File: config.mk
export PLATFORM = sky130hd
export DESIGN_NAME = serial_rtc_shift_register
export DESIGN_NICKNAME = d
export VERILOG_FILES = /design/src/rtl/core/srtc_pkg.sv /design/src/rtl/core/srtc_time_enc.sv /design/src/rtl/core/srtc_state.sv /design/src/rtl/core/serial_rtc_shift_register.sv
export SDC_FILE = /design/constraint.sdc
export NUM_CORES = 1
export LEC_CHECK = 0
export ABC_AREA = 1
export ABC_CLOCK_PERIOD_IN_PS = 6500
export BUFFER_PORTS_ARGS = -buffer_cell sky130_fd_sc_hd__buf_2
export CAP_MARGIN = 20
export CORE_MARGIN = 1
export CORE_UTILIZATION = 50
export CTS_CLUSTER_DIAMETER = 30
export DETAILED_ROUTE_END_ITERATION = 10
export GPL_ROUTABILITY_DRIVEN = 0
export GPL_TIMING_DRIVEN = 0
export PLACE_DENSITY_LB_ADDON = 0.15
export SLEW_MARGIN = 40
export SYNTH_ARGS = -nofsm -noshare
export SYNTH_HDL_FRONTEND = slang
export SYNTH_SLANG_ARGS = --single-unit
File: constraint.sdc
create_clock -name clk -period 6.5 [get_ports clk]
set_input_delay 0 -clock clk [delete_from_list [all_inputs] [get_ports clk]]
set_output_delay 0 -clock clk [all_outputs]
set_load 0.01 [all_outputs]
File: src/rtl/core/srtc_pkg.sv
// ----------------------------------------------------------------------------
// srtc_pkg
// Shared types, widths, command codes and the BCD helper for the serial
// real-time-clock shift register.
// ----------------------------------------------------------------------------
package srtc_pkg;

	localparam int REG_W       = 40;
	localparam int STAMP_W     = 32;
	localparam int IN_TDATA_W  = 72;
	localparam int OUT_TDATA_W = 48;

	// Reciprocal of ten for values below 64: (v * 205) >> 11 equals v / 10.
	localparam logic [13:0] BCD_RECIP = 14'd205;
	localparam int          BCD_SHIFT = 11;

	localparam logic [STAMP_W-1:0] STAMP_RESET = 32'd1;

	typedef enum logic [2:0] {
		CODE_NOP   = 3'd0,
		CODE_SHIFT = 3'd1,
		CODE_WRITE = 3'd2,
		CODE_READ  = 3'd3
	} code_t;

	typedef logic [REG_W-1:0] reg_word_t;

	typedef struct packed {
		logic               command;
		logic [2:0]         mode_value;
		logic               data_in;
		logic [STAMP_W-1:0] host_stamp;
		logic [5:0]         host_second;
		logic [5:0]         host_minute;
		logic [4:0]         host_hour;
		logic [4:0]         host_day;
		logic [2:0]         host_weekday;
		logic [3:0]         host_month;
	} item_t;

	typedef struct packed {
		logic      serial_out;
		reg_word_t shift_contents;
	} result_t;

	// Tens digit in the high nibble, units in the low nibble.
	function automatic logic [7:0] bcd_byte(input logic [5:0] v);
		logic [13:0] prod;
		logic [2:0]  tens;
		logic [5:0]  units;
		prod  = 14'(v) * BCD_RECIP;
		tens  = prod[BCD_SHIFT+2:BCD_SHIFT];
		units = v - 6'(6'(tens) * 6'd10);
		return {1'b0, tens, units[3:0]};
	endfunction

endpackage

File: src/rtl/core/srtc_time_enc.sv
// ----------------------------------------------------------------------------
// srtc_time_enc
// Builds the 40-bit clock word from the host wall clock fields.
// ----------------------------------------------------------------------------
module srtc_time_enc
	import srtc_pkg::*;
(
	input  item_t     item,
	output reg_word_t load_word
);

	logic [3:0] month_nib;

	// Month is held as month plus one, wrapping within the nibble.
	assign month_nib = item.host_month + 4'd1;

	assign load_word = {
		month_nib,
		1'b0, item.host_weekday,
		bcd_byte({1'b0, item.host_day}),
		bcd_byte({1'b0, item.host_hour}),
		bcd_byte(item.host_minute),
		bcd_byte(item.host_second)
	};

endmodule

File: src/rtl/core/srtc_state.sv
// ----------------------------------------------------------------------------
// srtc_state
// Holds the shift register, saved copy, mode, serial bit and last stamp, and
// applies one item to them per step.
// ----------------------------------------------------------------------------
module srtc_state
	import srtc_pkg::*;
(
	input  logic    clk,
	input  logic    arst_n,
	input  logic    step,
	input  item_t   item,
	output result_t res_next
);

	reg_word_t          shift_reg_q, shift_reg_d;
	reg_word_t          saved_reg_q, saved_reg_d;
	logic               shift_mode_q, shift_mode_d;
	logic               serial_bit_q, serial_bit_d;
	logic [STAMP_W-1:0] last_stamp_q, last_stamp_d;
	reg_word_t          load_word;

	srtc_time_enc u_time_enc (
		.item      (item),
		.load_word (load_word)
	);

	always_comb begin
		shift_reg_d  = shift_reg_q;
		saved_reg_d  = saved_reg_q;
		shift_mode_d = shift_mode_q;
		serial_bit_d = serial_bit_q;
		last_stamp_d = last_stamp_q;
		if (!item.command) begin
			shift_mode_d = (item.mode_value == CODE_SHIFT);
			unique case (code_t'(item.mode_value))
				CODE_SHIFT: begin
					serial_bit_d = shift_reg_q[0];
				end
				CODE_WRITE: begin
					saved_reg_d = shift_reg_q;
				end
				CODE_READ: begin
					shift_reg_d = saved_reg_q;
					if (item.host_stamp != last_stamp_q) begin
						last_stamp_d = item.host_stamp;
						shift_reg_d  = load_word;
						saved_reg_d  = load_word;
					end
				end
				default: begin
				end
			endcase
		end else if (shift_mode_q) begin
			shift_reg_d  = {item.data_in, shift_reg_q[REG_W-1:1]};
			serial_bit_d = shift_reg_q[1];
		end
	end

	always_ff @(posedge clk or negedge arst_n) begin
		if (!arst_n) begin
			shift_reg_q  <= '0;
			saved_reg_q  <= '0;
			shift_mode_q <= 1'b0;
			serial_bit_q <= 1'b0;
			last_stamp_q <= STAMP_RESET;
		end else if (step) begin
			shift_reg_q  <= shift_reg_d;
			saved_reg_q  <= saved_reg_d;
			shift_mode_q <= shift_mode_d;
			serial_bit_q <= serial_bit_d;
			last_stamp_q <= last_stamp_d;
		end
	end

	assign res_next.serial_out     = serial_bit_d;
	assign res_next.shift_contents = shift_reg_d;

	// A pulse outside shift mode must leave the register untouched.
	a_pulse_ignored: assert property (@(posedge clk) disable iff (!arst_n)
		(step && item.command && !shift_mode_q) |=> $stable(shift_reg_q))
		else $error("pulse outside shift mode changed the register");

	// After a shifting pulse the serial bit follows the new bit 0.
	a_serial_follows: assert property (@(posedge clk) disable iff (!arst_n)
		(step && item.command && shift_mode_q) |=> (serial_bit_q == shift_reg_q[0]))
		else $error("serial bit does not follow bit 0 after a shift");

	// A write strobe copies the register into the saved copy.
	a_write_saves: assert property (@(posedge clk) disable iff (!arst_n)
		(step && !item.command && (item.mode_value == CODE_WRITE))
		|=> (saved_reg_q == $past(shift_reg_q)))
		else $error("write strobe did not save the register");

	// A read with a new stamp records that stamp.
	a_stamp_kept: assert property (@(posedge clk) disable iff (!arst_n)
		(step && !item.command && (item.mode_value == CODE_READ)
			&& (item.host_stamp != last_stamp_q))
		|=> (last_stamp_q == $past(item.host_stamp)))
		else $error("new stamp not recorded on read");

endmodule

File: src/rtl/core/serial_rtc_shift_register.sv
// ----------------------------------------------------------------------------
// serial_rtc_shift_register
// Serial real-time-clock chip interface driven by a stream of strobes and
// clock pulses, reporting the serial bit and register after each one.
// ----------------------------------------------------------------------------
// Each input transaction is either a command strobe (s_tuser low) that sets
// the mode and may save, restore or reload the 40-bit register from the host
// wall clock, or a serial clock pulse (s_tuser high) that shifts the register
// right by one with data_in entering at bit 39, but only while shift mode is
// set. Every input transaction yields exactly one output transaction carrying
// the serial output bit and the register contents after that item. The block
// takes one transaction per clock while the master side is not stalling: an
// item sits in the input register while the state registers and the result
// register are updated from it, so the result reaches the master side from
// the result register after passing through the input register. Throughput
// is limited only by the master side: while the result register is held by
// a low m_tready, the input register stalls and, once it also holds an item,
// s_tready falls. The clock word loaded on a read holds BCD seconds,
// minutes, hour and day in bytes 0 to 3, and weekday in the low nibble and
// month plus one in the high nibble of byte 4.
module serial_rtc_shift_register
	import srtc_pkg::*;
(
	input  logic                   clk,
	input  logic                   arst_n,
	input  logic                   s_tvalid,
	output logic                   s_tready,
	// s_tdata, from bit 0: mode_value[3], data_in[1], host_stamp[32],
	// host_second[6], host_minute[6], host_hour[5], host_day[5],
	// host_weekday[3], host_month[4], zero padding[7]
	input  logic [IN_TDATA_W-1:0]  s_tdata,
	// s_tuser: command (0 strobe, 1 serial clock pulse)
	input  logic                   s_tuser,
	output logic                   m_tvalid,
	input  logic                   m_tready,
	// m_tdata, from bit 0: serial_out[1], shift_contents[40], zero padding[7]
	output logic [OUT_TDATA_W-1:0] m_tdata
);

	logic    s1_valid;
	item_t   item_s1;
	logic    out_valid_q;
	result_t result_q;
	result_t res_next;
	logic    advance;
	logic    step;
	item_t   item_in;

	// Unpack the incoming transaction into the item fields.
	assign item_in.command      = s_tuser;
	assign item_in.mode_value   = s_tdata[2:0];
	assign item_in.data_in      = s_tdata[3];
	assign item_in.host_stamp   = s_tdata[35:4];
	assign item_in.host_second  = s_tdata[41:36];
	assign item_in.host_minute  = s_tdata[47:42];
	assign item_in.host_hour    = s_tdata[52:48];
	assign item_in.host_day     = s_tdata[57:53];
	assign item_in.host_weekday = s_tdata[60:58];
	assign item_in.host_month   = s_tdata[64:61];

	// The result register can take a new value when it is empty or being
	// drained this cycle; the input register moves along with it.
	assign advance  = !out_valid_q || m_tready;
	assign s_tready = !s1_valid || advance;
	assign step     = s1_valid && advance;

	always_ff @(posedge clk or negedge arst_n) begin
		if (!arst_n) begin
			s1_valid <= 1'b0;
		end else if (s_tready) begin
			s1_valid <= s_tvalid;
		end
	end

	always_ff @(posedge clk) begin
		if (s_tvalid && s_tready) begin
			item_s1 <= item_in;
		end
	end

	srtc_state u_state (
		.clk      (clk),
		.arst_n   (arst_n),
		.step     (step),
		.item     (item_s1),
		.res_next (res_next)
	);

	always_ff @(posedge clk or negedge arst_n) begin
		if (!arst_n) begin
			out_valid_q <= 1'b0;
		end else if (advance) begin
			out_valid_q <= s1_valid;
		end
	end

	always_ff @(posedge clk) begin
		if (step) begin
			result_q <= res_next;
		end
	end

	assign m_tvalid = out_valid_q;
	assign m_tdata  = {7'd0, result_q.shift_contents, result_q.serial_out};

	// An item held in the input register is not lost while the output stalls.
	a_s1_held: assert property (@(posedge clk) disable iff (!arst_n)
		(s1_valid && !advance) |=> (s1_valid && $stable(item_s1)))
		else $error("stalled item left the input register");

	// Every item that steps produces a result in the next cycle.
	a_step_result: assert property (@(posedge clk) disable iff (!arst_n)
		step |=> out_valid_q)
		else $error("stepped item produced no result");

	// The input side is never refused while the input register is empty.
	a_ready_when_empty: assert property (@(posedge clk) disable iff (!arst_n)
		!s1_valid |-> s_tready)
		else $error("input refused with an empty input register");

endmodule
==> impl.org <==
** Placement
- Port buffering added 112 buffers.
- At the placement stage, the worst setup path has a slack of 1.949 ns.
- Detailed placement ended at an HPWL of 23.64 mm.

** GRT
- Total global routing overflow :: 0
- Overall track demand over capacity in global routing :: 0.2707
- The via count of the first global-routing pass is 11316.
- The number of antenna violations at the first check in global routing is 0.
- Global-route wire length before repair :: 56.39 mm
- Pin count of the biggest net entering global routing :: 66

** Synth
- Avg Synthesized Cell Area :: 8.147 um2
- Of the total synthesized cell area, the portion taken by full adders, half adders and majority gates is 0.1215.
- Distinct cells, synth :: 38
- Measured against the total synthesized area, the mux share comes to 0.
- By area, the combinational part of the netlist is dominated by simple AND/OR/NAND/NOR gates.
- For this run, the register share of the synthesized area comes to 0.4641.
- Of the total synthesized cell area, the portion taken by XOR and XNOR cells is 0.005980.
- In the synthesized netlist the async set-or-reset flop fraction comes to 0.5202.
- Number of synthesized flops with an enable pin :: 107
- For this run, the leading register cell type out of synthesis is sky130_fd_sc_hd__dfrtp_1.
- Post-Synth Simple-Gate Area :: 0.2309
- YS warnings :: 0
- In this run the cell area of the synthesized design comes to 13180 um2.
- The fraction of the mapped netlist area in compound gates was 0.08828.
- The synthesized design contains 223 register bits.
- Synthesis handed over a netlist of 1618 instances.

** Critical path
- Cell with the largest stage delay on the worst path :: sky130_fd_sc_hd__edfxtp_1
- Type of the worst setup path :: reg2reg
- Cell-by-cell listing of the critical path :: ha_1 > fa_1 > fa_1 > ha_1 > a21oi_1 > nor2_1 > nor2_1 > nand2_1 > nand2_1 > nand3b_1 > nand2_1 > inv_1 > fa_1 > xnor2_1 > inv_1 > nand3_1 > nand2_1 > nand2_1 > nand3_1 > nand3_1 > nand2_1
- Register-to-register setup slack :: 1.92 ns
- Maximum fanout along the worst path :: 4
- Biggest cell delay along the critical path :: 0.58 ns
- The number of cells on the worst reg-to-reg path is 21.
- The worst setup path is captured at a flop.
- Source of the critical timing path :: item_s1[17]$_DFFE_PP_
- Required time of the worst setup path :: 6.79 ns
- The worst register-to-register path begins at item_s1[17]$_DFFE_PP_.
- Most frequent cell on the critical path :: sky130_fd_sc_hd__nand2_1
- The worst setup path is launched from a flop.
- In this run the critical register-to-register path is captured at m_tdata[12]$_DFFE_PP_.
- At the worst endpoint, the arrival time is 4.87 ns.
- The critical path ends at m_tdata[12]$_DFFE_PP_.

** Finish
- Leaving out fill and tap cells, the most frequent cell in the layout is sky130_fd_sc_hd__nand2_1.
- In the final layout, the share of cells above drive strength 1 is 0.1372.
- Highest-count cells in the layout ignoring fill and taps :: 608 x sky130_fd_sc_hd__nand2_1, 221 x sky130_fd_sc_hd__inv_1, 126 x sky130_fd_sc_hd__buf_2
- Synth-to-Final Area Change :: 26.43%
- After filler insertion, the fill cell instance count of the layout stands at 2210.
- Number of antenna cells inserted :: 0
- The net count of the finished layout is 2054.

** Timing
- Across all setup checks in the final design, the least slack found is 1.916 ns.
- Final-layout setup total negative slack :: 0 ns
- In the finished design, the share of the clock period the worst path needs comes to 0.7052.
- Hold is met by 0.1411 ns.
- Number of hold violations in the final report :: 0
- Setup-failing EPs final :: 0
- Slew margin rel. :: 0.4823
- Time the worst path needs with I/O delays and setup :: 4.584 ns
- The clock arrives with 0.03414 ns of skew.
- FMAX :: 218.2 MHz
- Setup repair after global routing left no endpoint under its margin.
- Slew at the pin with the worst max-slew slack :: 0.7766 ns
- Max-slew violations :: 0

** Detailed routing
- Via density per instance :: 5.118
- ANT nets after route :: 0
- Pre-antenna DRT Iters :: 5
- Vias :: 11453
- Detailed Route WL :: 35.13 mm
- Wire length per cell after detailed routing :: 15.70 um
- In the routed design, unresolved DRC markers number 0.
- Number of DRC markers after the initial detailed-route iteration :: 953

** Hold path
- Class of the tightest hold or removal check :: in2reg

** Clock tree
- Quantity of gates resized following cts :: 0
- Number of buffers created by CTS :: 50
- The clock passes through at most 3 buffers.
- Buffers added to address setup during post-CTS repair amount to 0.
- TritonCTS built the clock tree.
- After clock tree synthesis, the clock-pin slew on the worst setup and hold paths is 0.05 ns.
- Root buffer cell :: sky130_fd_sc_hd__clkbuf_16
- The clock net in this run drives a total of 223 sinks.
- For the worst-skew pair, the clock arrives at the later sink with an insertion delay of 0.57 ns.
- H-Tree Level Count :: 2

** Flow run
- The tool flagged a number of max-cap violations equal to 0.

** Floorplan
- Die Area :: 27020 um2
- Cell Rows :: 59
- In this run the standard cell core region covers 25980 um2.
- In this run the vertical extent of the chip is 164.4 um.
- Horiz. Die Dim :: 164.4 um
- 127 I/O pins were placed.
- Starting density of the core :: 0.5073

** Status
- The flow ran to the end, and the final reports show no timing, DRC or antenna violations.

** Pwr
- The analysis attributes to cell leakage a power of 8.483 nW.
- Ratio of total power to cell area :: 388.2 nW/um2
- Worst IR Drop VDD :: 0.2688 mV
[per-layer routing]
layer	vias up	wire length, um	GRT usage
met3	87	2259	0.05253
met4	0	1192	0.1149
met1	5355	15140	0.3455
met5	-	0	0
li1	5638	-	-
met2	373	16540	0.4478
[what timing repair did]
action | 4_1_cts | 5_1_grt
endpoints found under the hold margin | 192 | 0
setup endpoints to repair | 0 | 0
hold buffers | 71 | 0
[worst min path at each step]
stage                start                              endpoint  slack [ns]  cells after the start
4_1_cts         s_tdata[5]                 item_s1[30]$_DFFE_PP_        0.12                      2
6_report        s_tdata[7]                 item_s1[32]$_DFFE_PP_        0.14                      2
2_1_floorplan       arst_n                  m_tvalid$_DFFE_PN0P_       -0.30                      0
5_1_grt        s_tdata[27]                 item_s1[52]$_DFFE_PP_        0.14                      2
3_5_place_dp        arst_n  u_state.last_stamp_q[15]$_DFFE_PN0P_       -0.06                      1
3_3_place_gp   s_tdata[26]                 item_s1[51]$_DFFE_PP_        0.18                      1
[cell families (layout without fill, tap and decap cells)]
logic type / after synthesis / count (layout)
DFF: 223 / 223
adders and majority gates: 116 / 116
other: 1 / 7
xor gates and xnor gates: 9 / 9
AOI/OAI and AO/OA: 210 / 210
buffers and inverters: 291 / 570
and+or+nand+nor: 768 / 768
[stage by stage]
stage	utilization	area, um2	instances	power (mW)
floorplan	-	13200	1624	3.396
global placement	0.5458	14180	2071	3.873
detailed placement	0.5486	14260	2073	3.939
CTS	0.6413	16660	2238	6.489
global route	0.6413	16660	2238	6.900
finish	0.6413	16660	2238	6.470
[sequential cells by signal, indices dropped and copies added, names as in the netlist]
signal,count
m_tvalid,1
m_tdata,41
u_state.shift_reg_q,40
u_state.saved_reg_q,40
item_s1,66
u_state.serial_bit_q,1
u_state.shift_mode_q,1
s1_valid,1
u_state.last_stamp_q,32
[synthesized netlist by cell type, drive strengths merged (2+ instances only)]
cell type | n | share of area
buf | 33 | 0.015
or2 | 3 | 0.0014
o21ai | 140 | 0.054
dfrtp | 115 | 0.22
clkbuf | 27 | 0.0077
nand4 | 4 | 0.0019
nand3 | 76 | 0.030
o211ai | 12 | 0.011
nor3 | 4 | 0.0023
nor2 | 67 | 0.019
nand3b | 3 | 0.0017
o21bai | 2 | 0.0011
xnor2 | 5 | 0.0033
inv | 230 | 0.065
nand2 | 609 | 0.17
xor2 | 4 | 0.0027
and2 | 2 | 0.00095
edfxtp | 107 | 0.24
a21oi | 52 | 0.020
ha | 96 | 0.091
fa | 20 | 0.030
[worst max-delay path: cells and delay by family (launching register included)]
kind	cells	cell delay [ns]
adders and majority gates	5	2.01
and+or+nand+nor	12	1.09
DFF	1	0.58
buffers and inverters	2	0.17
AOI/OAI and AO/OA	1	0.22
xor gates and xnor gates	1	0.27
[power breakdown]
group          switching, mW  leakage, nW  internal (mW)
clock network          0.845        0.820           1.64
logic                   1.11         5.13          0.647
registers              0.269         2.54           1.96
[layout make-up]
type / count / area (um2) / area share
buffer: 60 / 307.8 / 0.01847
clock buffer: 60 / 1340 / 0.08041
clock inverter: 34 / 347.8 / 0.02087
inverter: 231 / 872.1 / 0.05233
multi-input combinational: 1110 / 5914 / 0.3549
sequential: 223 / 6117 / 0.3671
tap: 335 / 419.2 / 0.02515
timing repair buffer: 185 / 1346 / 0.08079
(Power assumes the default switching activity.)
